===== src/sv/tfpt_pkg.sv =====
// Constants, types and sequencer codes of the page translator.
package tfpt_pkg;

  localparam int TLB_ENTRIES = 16;
  localparam int PAGES       = 256;
  localparam int FRAMES      = 128;
  localparam int OFFSET_BITS = 8;

  localparam int ADDR_W    = 16;
  localparam int PAGE_W    = $clog2(PAGES);
  localparam int FRAME_W   = $clog2(FRAMES);
  localparam int TLB_IDX_W = $clog2(TLB_ENTRIES);
  localparam int USED_W    = $clog2(FRAMES + 1);
  localparam int PA_W      = FRAME_W + OFFSET_BITS;

  typedef logic [ADDR_W-1:0]      addr_t;
  typedef logic [PAGE_W-1:0]      page_t;
  typedef logic [FRAME_W-1:0]     frame_t;
  typedef logic [OFFSET_BITS-1:0] offset_t;
  typedef logic [TLB_IDX_W-1:0]   tlb_idx_t;
  typedef logic [USED_W-1:0]      used_t;
  typedef logic [PA_W-1:0]        paddr_t;

  typedef enum logic [1:0] {
    ST_IDLE,
    ST_MATCH,
    ST_DECIDE,
    ST_EVICT
  } state_t;

  // Actions the sequencer orders in the current cycle.
  typedef struct packed {
    logic in_ready;
    logic load_out;
    logic tlb_hit;
    logic fault;
    logic tlb_fill;
    logic alloc;
    logic evict;
    logic key_old;
  } ctl_t;

  function automatic page_t page_of(input addr_t addr);
    logic [ADDR_W-OFFSET_BITS-1:0] hi;
    hi = addr[ADDR_W-1:OFFSET_BITS];
    return page_t'(hi % PAGES);
  endfunction

endpackage


===== src/sv/tfpt_if.sv =====
// Valid/ready channels carrying the address and the translation result.
interface tfpt_in_if;
  import tfpt_pkg::*;
  logic  valid;
  logic  ready;
  addr_t logical_address;
  modport source (output valid, output logical_address, input ready);
  modport sink (input valid, input logical_address, output ready);
endinterface

interface tfpt_out_if;
  import tfpt_pkg::*;
  logic   valid;
  logic   ready;
  paddr_t physical_address;
  frame_t frame_number;
  logic   tlb_hit;
  logic   page_fault;
  modport source (output valid, output physical_address, output frame_number,
                  output tlb_hit, output page_fault, input ready);
  modport sink (input valid, input physical_address, input frame_number,
                input tlb_hit, input page_fault, output ready);
endinterface


===== src/sv/tfpt_ram.sv =====
// Generic single write port RAM with a registered read port.
module tfpt_ram #(
  parameter int WIDTH = 8,
  parameter int DEPTH = 256
) (
  input  logic                     clk,
  input  logic                     we,
  input  logic [$clog2(DEPTH)-1:0] waddr,
  input  logic [WIDTH-1:0]         wdata,
  input  logic [$clog2(DEPTH)-1:0] raddr,
  output logic [WIDTH-1:0]         rdata
);
  logic [WIDTH-1:0] mem [DEPTH];

  always_ff @(posedge clk) begin
    if (we) begin
      mem[waddr] <= wdata;
    end
    rdata <= mem[raddr];
  end
endmodule


===== src/sv/tlb_fifo_page_translator_core.sv =====
// Address translator: TLB in front of a page table with FIFO frame replacement.
//
//   channel  dir  payload                                               handshake
//   in_ch    in   logical_address[15:0]                                 valid/ready
//   out_ch   out  physical_address[14:0], frame_number[6:0],            valid/ready
//                 tlb_hit, page_fault
//
// An address passes through accept, TLB compare with page table read, and decide and write
// back, plus an evict step when a used frame must be evicted: that step reuses the TLB
// comparator against the victim page. The registered RAM reads and the registered TLB
// match require the compare step. Reset clears all valid bits at once, so no clearing pass.
// The result sits in an output register; a new address is taken while it waits,
// and the sequencer holds in the decide and evict steps while that register is full.
module tlb_fifo_page_translator_core (
  input logic       clk,
  input logic       rst_n,
  tfpt_in_if.sink   in_ch,
  tfpt_out_if.source out_ch
);
  import tfpt_pkg::*;

  state_t state_r, state_nxt;
  ctl_t   ctl;

  logic [TLB_ENTRIES-1:0] tlb_valid_r, tlb_valid_nxt;
  page_t                  tlb_page_r  [TLB_ENTRIES];
  frame_t                 tlb_frame_r [TLB_ENTRIES];
  tlb_idx_t               fill_ptr_r;
  logic [PAGES-1:0]       page_valid_r, page_valid_nxt;
  used_t                  frames_used_r;
  frame_t                 victim_r;

  page_t                  page_r;
  page_t                  key_r;
  offset_t                offset_r;
  logic [TLB_ENTRIES-1:0] cmp_vec;
  logic [TLB_ENTRIES-1:0] match_r;
  tlb_idx_t               hit_idx;

  frame_t pt_rdata;
  page_t  owner_rdata;
  frame_t frame_sel;
  logic   pool_full;
  logic   out_free;
  logic   any_hit;

  logic   out_valid_r;
  paddr_t out_pa_r;
  frame_t out_frame_r;
  logic   out_hit_r;
  logic   out_fault_r;

  // Shared comparator: every TLB entry against the current key page.
  always_comb begin
    for (int i = 0; i < TLB_ENTRIES; i++) begin
      cmp_vec[i] = tlb_valid_r[i] && (tlb_page_r[i] == key_r);
    end
  end

  // The lowest numbered match wins.
  always_comb begin
    hit_idx = '0;
    for (int i = TLB_ENTRIES - 1; i >= 0; i--) begin
      if (match_r[i]) begin
        hit_idx = tlb_idx_t'(i);
      end
    end
  end

  assign any_hit   = |match_r;
  assign pool_full = (frames_used_r == used_t'(FRAMES));
  assign out_free  = !out_valid_r || out_ch.ready;

  tfpt_ram #(.WIDTH(FRAME_W), .DEPTH(PAGES)) u_page_frame (
    .clk   (clk),
    .we    (ctl.alloc || ctl.evict),
    .waddr (page_r),
    .wdata (frame_sel),
    .raddr (page_r),
    .rdata (pt_rdata)
  );

  tfpt_ram #(.WIDTH(PAGE_W), .DEPTH(FRAMES)) u_frame_owner (
    .clk   (clk),
    .we    (ctl.alloc || ctl.evict),
    .waddr (frame_sel),
    .wdata (page_r),
    .raddr (victim_r),
    .rdata (owner_rdata)
  );

  // Next state.
  always_comb begin
    state_nxt = state_r;
    unique case (state_r)
      ST_IDLE: begin
        if (in_ch.valid) begin
          state_nxt = ST_MATCH;
        end
      end
      ST_MATCH: begin
        state_nxt = ST_DECIDE;
      end
      ST_DECIDE: begin
        if (out_free) begin
          if (any_hit || page_valid_r[page_r] || !pool_full) begin
            state_nxt = ST_IDLE;
          end else begin
            state_nxt = ST_EVICT;
          end
        end
      end
      ST_EVICT: begin
        if (out_free) begin
          state_nxt = ST_IDLE;
        end
      end
      default: state_nxt = ST_IDLE;
    endcase
  end

  // Sequencer outputs.
  always_comb begin
    ctl = '0;
    unique case (state_r)
      ST_IDLE: begin
        ctl.in_ready = 1'b1;
      end
      ST_MATCH: begin
      end
      ST_DECIDE: begin
        if (out_free) begin
          if (any_hit) begin
            ctl.load_out = 1'b1;
            ctl.tlb_hit  = 1'b1;
          end else if (page_valid_r[page_r]) begin
            ctl.load_out = 1'b1;
            ctl.tlb_fill = 1'b1;
          end else if (!pool_full) begin
            ctl.load_out = 1'b1;
            ctl.tlb_fill = 1'b1;
            ctl.fault    = 1'b1;
            ctl.alloc    = 1'b1;
          end else begin
            ctl.key_old  = 1'b1;
          end
        end
      end
      ST_EVICT: begin
        if (out_free) begin
          ctl.load_out = 1'b1;
          ctl.tlb_fill = 1'b1;
          ctl.fault    = 1'b1;
          ctl.evict    = 1'b1;
        end
      end
      default: ctl = '0;
    endcase
  end

  always_comb begin
    if (ctl.tlb_hit) begin
      frame_sel = tlb_frame_r[hit_idx];
    end else if (ctl.alloc) begin
      frame_sel = frames_used_r[FRAME_W-1:0];
    end else if (ctl.evict) begin
      frame_sel = victim_r;
    end else begin
      frame_sel = pt_rdata;
    end
  end

  // The victim page's entries drop out before the new page is filled in.
  always_comb begin
    tlb_valid_nxt  = tlb_valid_r;
    page_valid_nxt = page_valid_r;
    if (ctl.evict) begin
      tlb_valid_nxt          = tlb_valid_r & ~cmp_vec;
      page_valid_nxt[key_r]  = 1'b0;
    end
    if (ctl.alloc || ctl.evict) begin
      page_valid_nxt[page_r] = 1'b1;
    end
    if (ctl.tlb_fill) begin
      tlb_valid_nxt[fill_ptr_r] = 1'b1;
    end
  end

  always_ff @(posedge clk) begin
    if (!rst_n) begin
      state_r       <= ST_IDLE;
      tlb_valid_r   <= '0;
      fill_ptr_r    <= '0;
      page_valid_r  <= '0;
      frames_used_r <= '0;
      victim_r      <= '0;
      out_valid_r   <= 1'b0;
    end else begin
      state_r      <= state_nxt;
      tlb_valid_r  <= tlb_valid_nxt;
      page_valid_r <= page_valid_nxt;
      if (ctl.tlb_fill) begin
        fill_ptr_r <= (fill_ptr_r == tlb_idx_t'(TLB_ENTRIES - 1)) ? '0 : fill_ptr_r + 1'b1;
      end
      if (ctl.alloc) begin
        frames_used_r <= frames_used_r + 1'b1;
      end
      if (ctl.evict) begin
        victim_r <= (victim_r == frame_t'(FRAMES - 1)) ? '0 : victim_r + 1'b1;
      end
      if (ctl.load_out) begin
        out_valid_r <= 1'b1;
      end else if (out_ch.ready) begin
        out_valid_r <= 1'b0;
      end
    end
  end

  always_ff @(posedge clk) begin
    if (ctl.in_ready && in_ch.valid) begin
      page_r   <= page_of(in_ch.logical_address);
      key_r    <= page_of(in_ch.logical_address);
      offset_r <= in_ch.logical_address[OFFSET_BITS-1:0];
    end else if (ctl.key_old) begin
      key_r <= owner_rdata;
    end
    match_r <= cmp_vec;
    if (ctl.tlb_fill) begin
      tlb_page_r[fill_ptr_r]  <= page_r;
      tlb_frame_r[fill_ptr_r] <= frame_sel;
    end
    if (ctl.load_out) begin
      out_pa_r    <= {frame_sel, offset_r};
      out_frame_r <= frame_sel;
      out_hit_r   <= ctl.tlb_hit;
      out_fault_r <= ctl.fault;
    end
  end

  assign in_ch.ready             = ctl.in_ready;
  assign out_ch.valid            = out_valid_r;
  assign out_ch.physical_address = out_pa_r;
  assign out_ch.frame_number     = out_frame_r;
  assign out_ch.tlb_hit          = out_hit_r;
  assign out_ch.page_fault       = out_fault_r;

endmodule


===== src/flat_wrapper.sv =====
// flat-port wrapper written by rule: the top's interface ports become plain ports
module tlb_fifo_page_translator_core_flat import tfpt_pkg::*;
  (clk, rst_n, in_ch_valid, in_ch_logical_address, in_ch_ready, out_ch_valid, out_ch_physical_address, out_ch_frame_number, out_ch_tlb_hit, out_ch_page_fault, out_ch_ready);
  tfpt_in_if in_ch_i ();
  tfpt_out_if out_ch_i ();
  input logic clk;
  input logic rst_n;
  input wire logic [$bits(in_ch_i.valid)-1:0] in_ch_valid;
  input wire logic [$bits(in_ch_i.logical_address)-1:0] in_ch_logical_address;
  output wire logic [$bits(in_ch_i.ready)-1:0] in_ch_ready;
  output wire logic [$bits(out_ch_i.valid)-1:0] out_ch_valid;
  output wire logic [$bits(out_ch_i.physical_address)-1:0] out_ch_physical_address;
  output wire logic [$bits(out_ch_i.frame_number)-1:0] out_ch_frame_number;
  output wire logic [$bits(out_ch_i.tlb_hit)-1:0] out_ch_tlb_hit;
  output wire logic [$bits(out_ch_i.page_fault)-1:0] out_ch_page_fault;
  input wire logic [$bits(out_ch_i.ready)-1:0] out_ch_ready;
  assign in_ch_i.valid = in_ch_valid;
  assign in_ch_i.logical_address = in_ch_logical_address;
  assign in_ch_ready = in_ch_i.ready;
  assign out_ch_valid = out_ch_i.valid;
  assign out_ch_physical_address = out_ch_i.physical_address;
  assign out_ch_frame_number = out_ch_i.frame_number;
  assign out_ch_tlb_hit = out_ch_i.tlb_hit;
  assign out_ch_page_fault = out_ch_i.page_fault;
  assign out_ch_i.ready = out_ch_ready;
  tlb_fifo_page_translator_core u_core (.clk(clk), .rst_n(rst_n), .in_ch(in_ch_i), .out_ch(out_ch_i));
endmodule

===== config.mk =====
export PLATFORM = sky130hd
export DESIGN_NAME = tlb_fifo_page_translator_core_flat
export DESIGN_NICKNAME = d
export VERILOG_FILES = /design/src/sv/tfpt_pkg.sv /design/src/sv/tfpt_if.sv /design/src/sv/tfpt_ram.sv /design/src/sv/tlb_fifo_page_translator_core.sv /design/src/flat_wrapper.sv
export SDC_FILE = /design/constraint.sdc
export NUM_CORES = 2
export LEC_CHECK = 0
export BUFFER_PORTS_ARGS = -buffer_cell sky130_fd_sc_hd__clkbuf_2
export CAP_MARGIN = 25
export CORE_MARGIN = 3
export CORE_UTILIZATION = 63
export CTS_CLUSTER_DIAMETER = 60
export CTS_CLUSTER_SIZE = 24
export DETAILED_ROUTE_END_ITERATION = 10
export HOLD_SLACK_MARGIN = 0.1
export PLACE_DENSITY_LB_ADDON = 0.15
export SLEW_MARGIN = 20
export SYNTH_ARGS = -nofsm -noshare
export SYNTH_HDL_FRONTEND = slang
export SYNTH_SLANG_ARGS = --single-unit

===== constraint.sdc =====
create_clock -name clk -period 20.2 [get_ports clk]
set_clock_uncertainty 0.1 [all_clocks]
set_input_delay 4.04 -clock clk [delete_from_list [all_inputs] [get_ports clk]]
set_output_delay 4.04 -clock clk [all_outputs]
set_load 0.005 [all_outputs]

==> results.yml <==
die:
  initial_utilization_pct: 63.70
  coreArea_um2: 210800
  die_y_um: 467.7
  fp.dieArea_um2: 218800
  row_count: 168
  num_io_pins: 46
  die_w_um: 467.7
synthesis:
  netlist_area_um2: 134300
  seq_area_frac_synth_pct: 74.09
  postSynthCellCount: 6746
  synth_warnings: 0
  avgSynthCellArea_um2: 19.91
  synth_edf_count: 3097
  ys_async_sr_fraction_pct: 0
  ys_ff_latch: 3422
  ys.flop_type: "edfxtp_1"
  syn-num-nets: 6773
  synth_cell_types: 80
routing:
  drt-total-wl_um: 326900
  vias: 68880
  final_antenna_net_count: 0
  post-route-drc-count: 0
  drtPass1Iterations: 6
  first_iter_violations: 11060
  vias_per_cell: 7.144
  wl_per_cell_um: 33.91
setup_path:
  max_stage_delay_ns: 0.71
  critPathSlowestCell: "nor2_1"
  r2r_end: "u_core.u_frame_owner.mem[102][2]"
  crit_buf_inv: 3
  required_ns: 20.61
  crit_family: "simple AND/OR/NAND/NOR gates"
  critPathLaunch: "out_ch_ready"
  critPathKind: "in2reg"
  crit_fanout: 58
  r2r_start: "u_core.page_r[1]"
  rr_worst_depth: 15
  crit_path_end_kind: "register"
  worstPathArrival_ns: 9.02
  worst_setup_path_start_kind: "input pin"
  r2r_slack_ns: 12.05
  path_cells: "clkbuf_2, nand2b_1, nand2_1, nor2_1, nand4_1, nor3_1, nand3_2, mux2_4, nor2_4, buf_4, buf_4, nand4_1, nor2_1"
cts:
  htree_levels: 4
  root_buffer: "clkbuf_16"
  cts_tree: "yes"
  cts_setup_buffers: 0
  clkTransAtPathRegs_ns: 0.09
  ctsHoldBuffers: 0
  clockBufferDepth: 3
  cts_made_buffers: 189
  clock_latency_ns: 0.89
  cts.sinks: 3422
  cts-resized-gates: 0
sta:
  finalCriticalPeriod_ns: 8.603
  setup_viol: 0
  rsz0062_at_grt: "no"
  fmax_mhz: 116.2
  worst_slew_pin_slew_ns: 1.203
  holdWs_ns: 0.3227
  fin_setup_tns_ns: 0
  slew_headroom_pct: 19.61
  drv_slew: 0
  finalHoldViolations: 0
  fin_crit_sh_pct: 42.59
hold_path:
  hp-class: "reg2reg"
  whs_path_depth: 0
  hp-start: "u_core.offset_r[7]"
  hold_end: "u_core.out_ch.physical_address[7]"
run_status:
  outcome: "completed"
final_layout:
  final_cell_mix: "3097 x edfxtp_1, 942 x mux4_2, 347 x nor2_1"
  drive_above_1_share_pct: 24.00
  final_nets: 6714
  fin_area_um2: 144400
  area_delta_synth_final_pct: 7.482
  final_common_cell: "edfxtp_1"
  num-fill-cells: 12870
  utilization_pct: 68.47
global_routing:
  grt_max_degree: 169
  grt-ovfl-total: 0
  grt_pass1_vias: 66490
  track_usage_pct: 30.18
  antenna_found_initial: 16
  grt_pass1_wl_um: 476400
placed_design:
  place_area_um2: 137600
  routabilityCongestion: 0.8615
  dp_hpwl_um: 195200
  io_buffer_count: 45
power:
  p_per_area_nw_per_um2: 95.79
  leakage_nw: 43.64
  power_w: 0.01383
  ir_drop_uv: 98.24
flow_run:
  drv_cap: 0
-- registers in the layout (all words and copies together) (netlist names), 9 cells and up --
name	flops
u_core.match_r	16
u_core.out_ch.physical_address	9
u_core.u_page_frame.mem	1792
u_core.tlb_page_r	128
u_core.tlb_valid_r	16
u_core.tlb_frame_r	112
u_core.u_frame_owner.mem	1024
u_core.page_valid_r	256
-- worst register-to-register path: stages (launching register included) --
cell	delay, ns
edfxtp_1	0.32
buf_4	0.62
buf_4	0.60
buf_4	0.70
mux4_2	0.44
a22o_1	0.29
nor3_2	0.12
a311oi_1	0.08
nor4_2	0.71
nand3_2	0.67
mux2_4	0.56
nor2_4	0.11
buf_4	0.52
buf_4	0.68
nand4_1	0.57
nor2_1	0.71
-- per-layer routing --
layer  vias up  GRT usage, %  part of all wire, %
met5         -        0.7466                0.089
li1      27640             -                    -
met2      4488         44.66                   46
met1     36170         46.97                   40
met3       569         6.179                   11
met4        12         7.917                  2.8
-- synthesized netlist by cell type (13+ instances only) --
cell type     n  share of area [%]
nor4_1       46               0.21
a21oi_1      14              0.052
a211oi_1     16              0.089
mux4_2      942                 16
nor2b_1      28               0.13
nand2_1     156               0.44
nor3_2       25               0.19
mux2_2       19               0.16
a22oi_1      41               0.23
buf_4        14              0.078
nand4_1      21              0.098
nor2_1      353               0.99
xor2_1      132               0.86
nand3_1      91               0.34
and3_1       42               0.20
o21ai_0     263               0.98
o22ai_1     253                1.2
buf_2       120               0.45
mux2i_1     100               0.75
nor3_1       68               0.25
o21bai_1     16              0.089
clkbuf_1    272               0.76
edfxtp_1   3097                 69
dfxtp_1     325                4.8
buf_1        73               0.20
and2_1       13              0.061
-- how the worst max path moves through the flow --
stage | slack [ns] | end | cells after the start
after floorplan | 2.02 | u_core.out_ch.frame_number[0] | 10
after global placement | 10.55 | u_core.u_frame_owner.mem[71][4] | 12
after detailed placement | 10.69 | u_core.u_frame_owner.mem[71][3] | 13
after CTS | 11.57 | u_core.u_frame_owner.mem[71][3] | 13
after global routing | 11.28 | u_core.u_frame_owner.mem[118][4] | 13
final | 11.60 | u_core.u_frame_owner.mem[102][2] | 13
-- cell families (layout without fill, tap and decap cells) --
kind of cell / after synthesis / in the layout / synth area share (%)
simple gates: 931 / 931 / 3.481
other cells: 0 / 5 / 0
flops: 3422 / 3422 / 74.09
compound gates: 680 / 680 / 3.119
mux: 1063 / 1063 / 16.72
fa+ha+maj: 7 / 7 / 0.06521
xor+xnor: 140 / 140 / 0.9130
buf+inv: 503 / 589 / 1.607
-- cell type report --
| cell class | instances | area [µm²] | share of cell area [%] |
|---|---|---|---|
| sequential | 3422 | 99520 | 68.94 |
| multi-input combinational | 2821 | 33060 | 22.90 |
| clock buffer | 218 | 5039 | 3.491 |
| tap | 2805 | 3510 | 2.431 |
| timing repair buffer | 238 | 1879 | 1.302 |
| clock inverter | 118 | 1264 | 0.8754 |
| inverter | 15 | 63.81 | 0.04421 |
| antenna | 5 | 12.51 | 0.008668 |
-- per-stage QoR --
stage | cells | worst slack, ns
after floorplan | 6746 | 2.022
final | 9642 | 11.60
after global placement | 9261 | 10.55
after CTS | 9607 | 11.57
after global routing | 9639 | 11.28
after detailed placement | 9271 | 10.69
-- power breakdown --
| group | total (W) | leakage [nW] | switching (W) | internal (W) |
|---|---|---|---|---|
| Clock | 0.00432 | 3.05 | 0.00231 | 0.00201 |
| Combinational | 0.00137 | 10.0 | 0.00103 | 0.000343 |
| Sequential | 0.00814 | 30.6 | 0.0000171 | 0.00812 |
No activity file was read; power rests on OpenSTA's default activity.
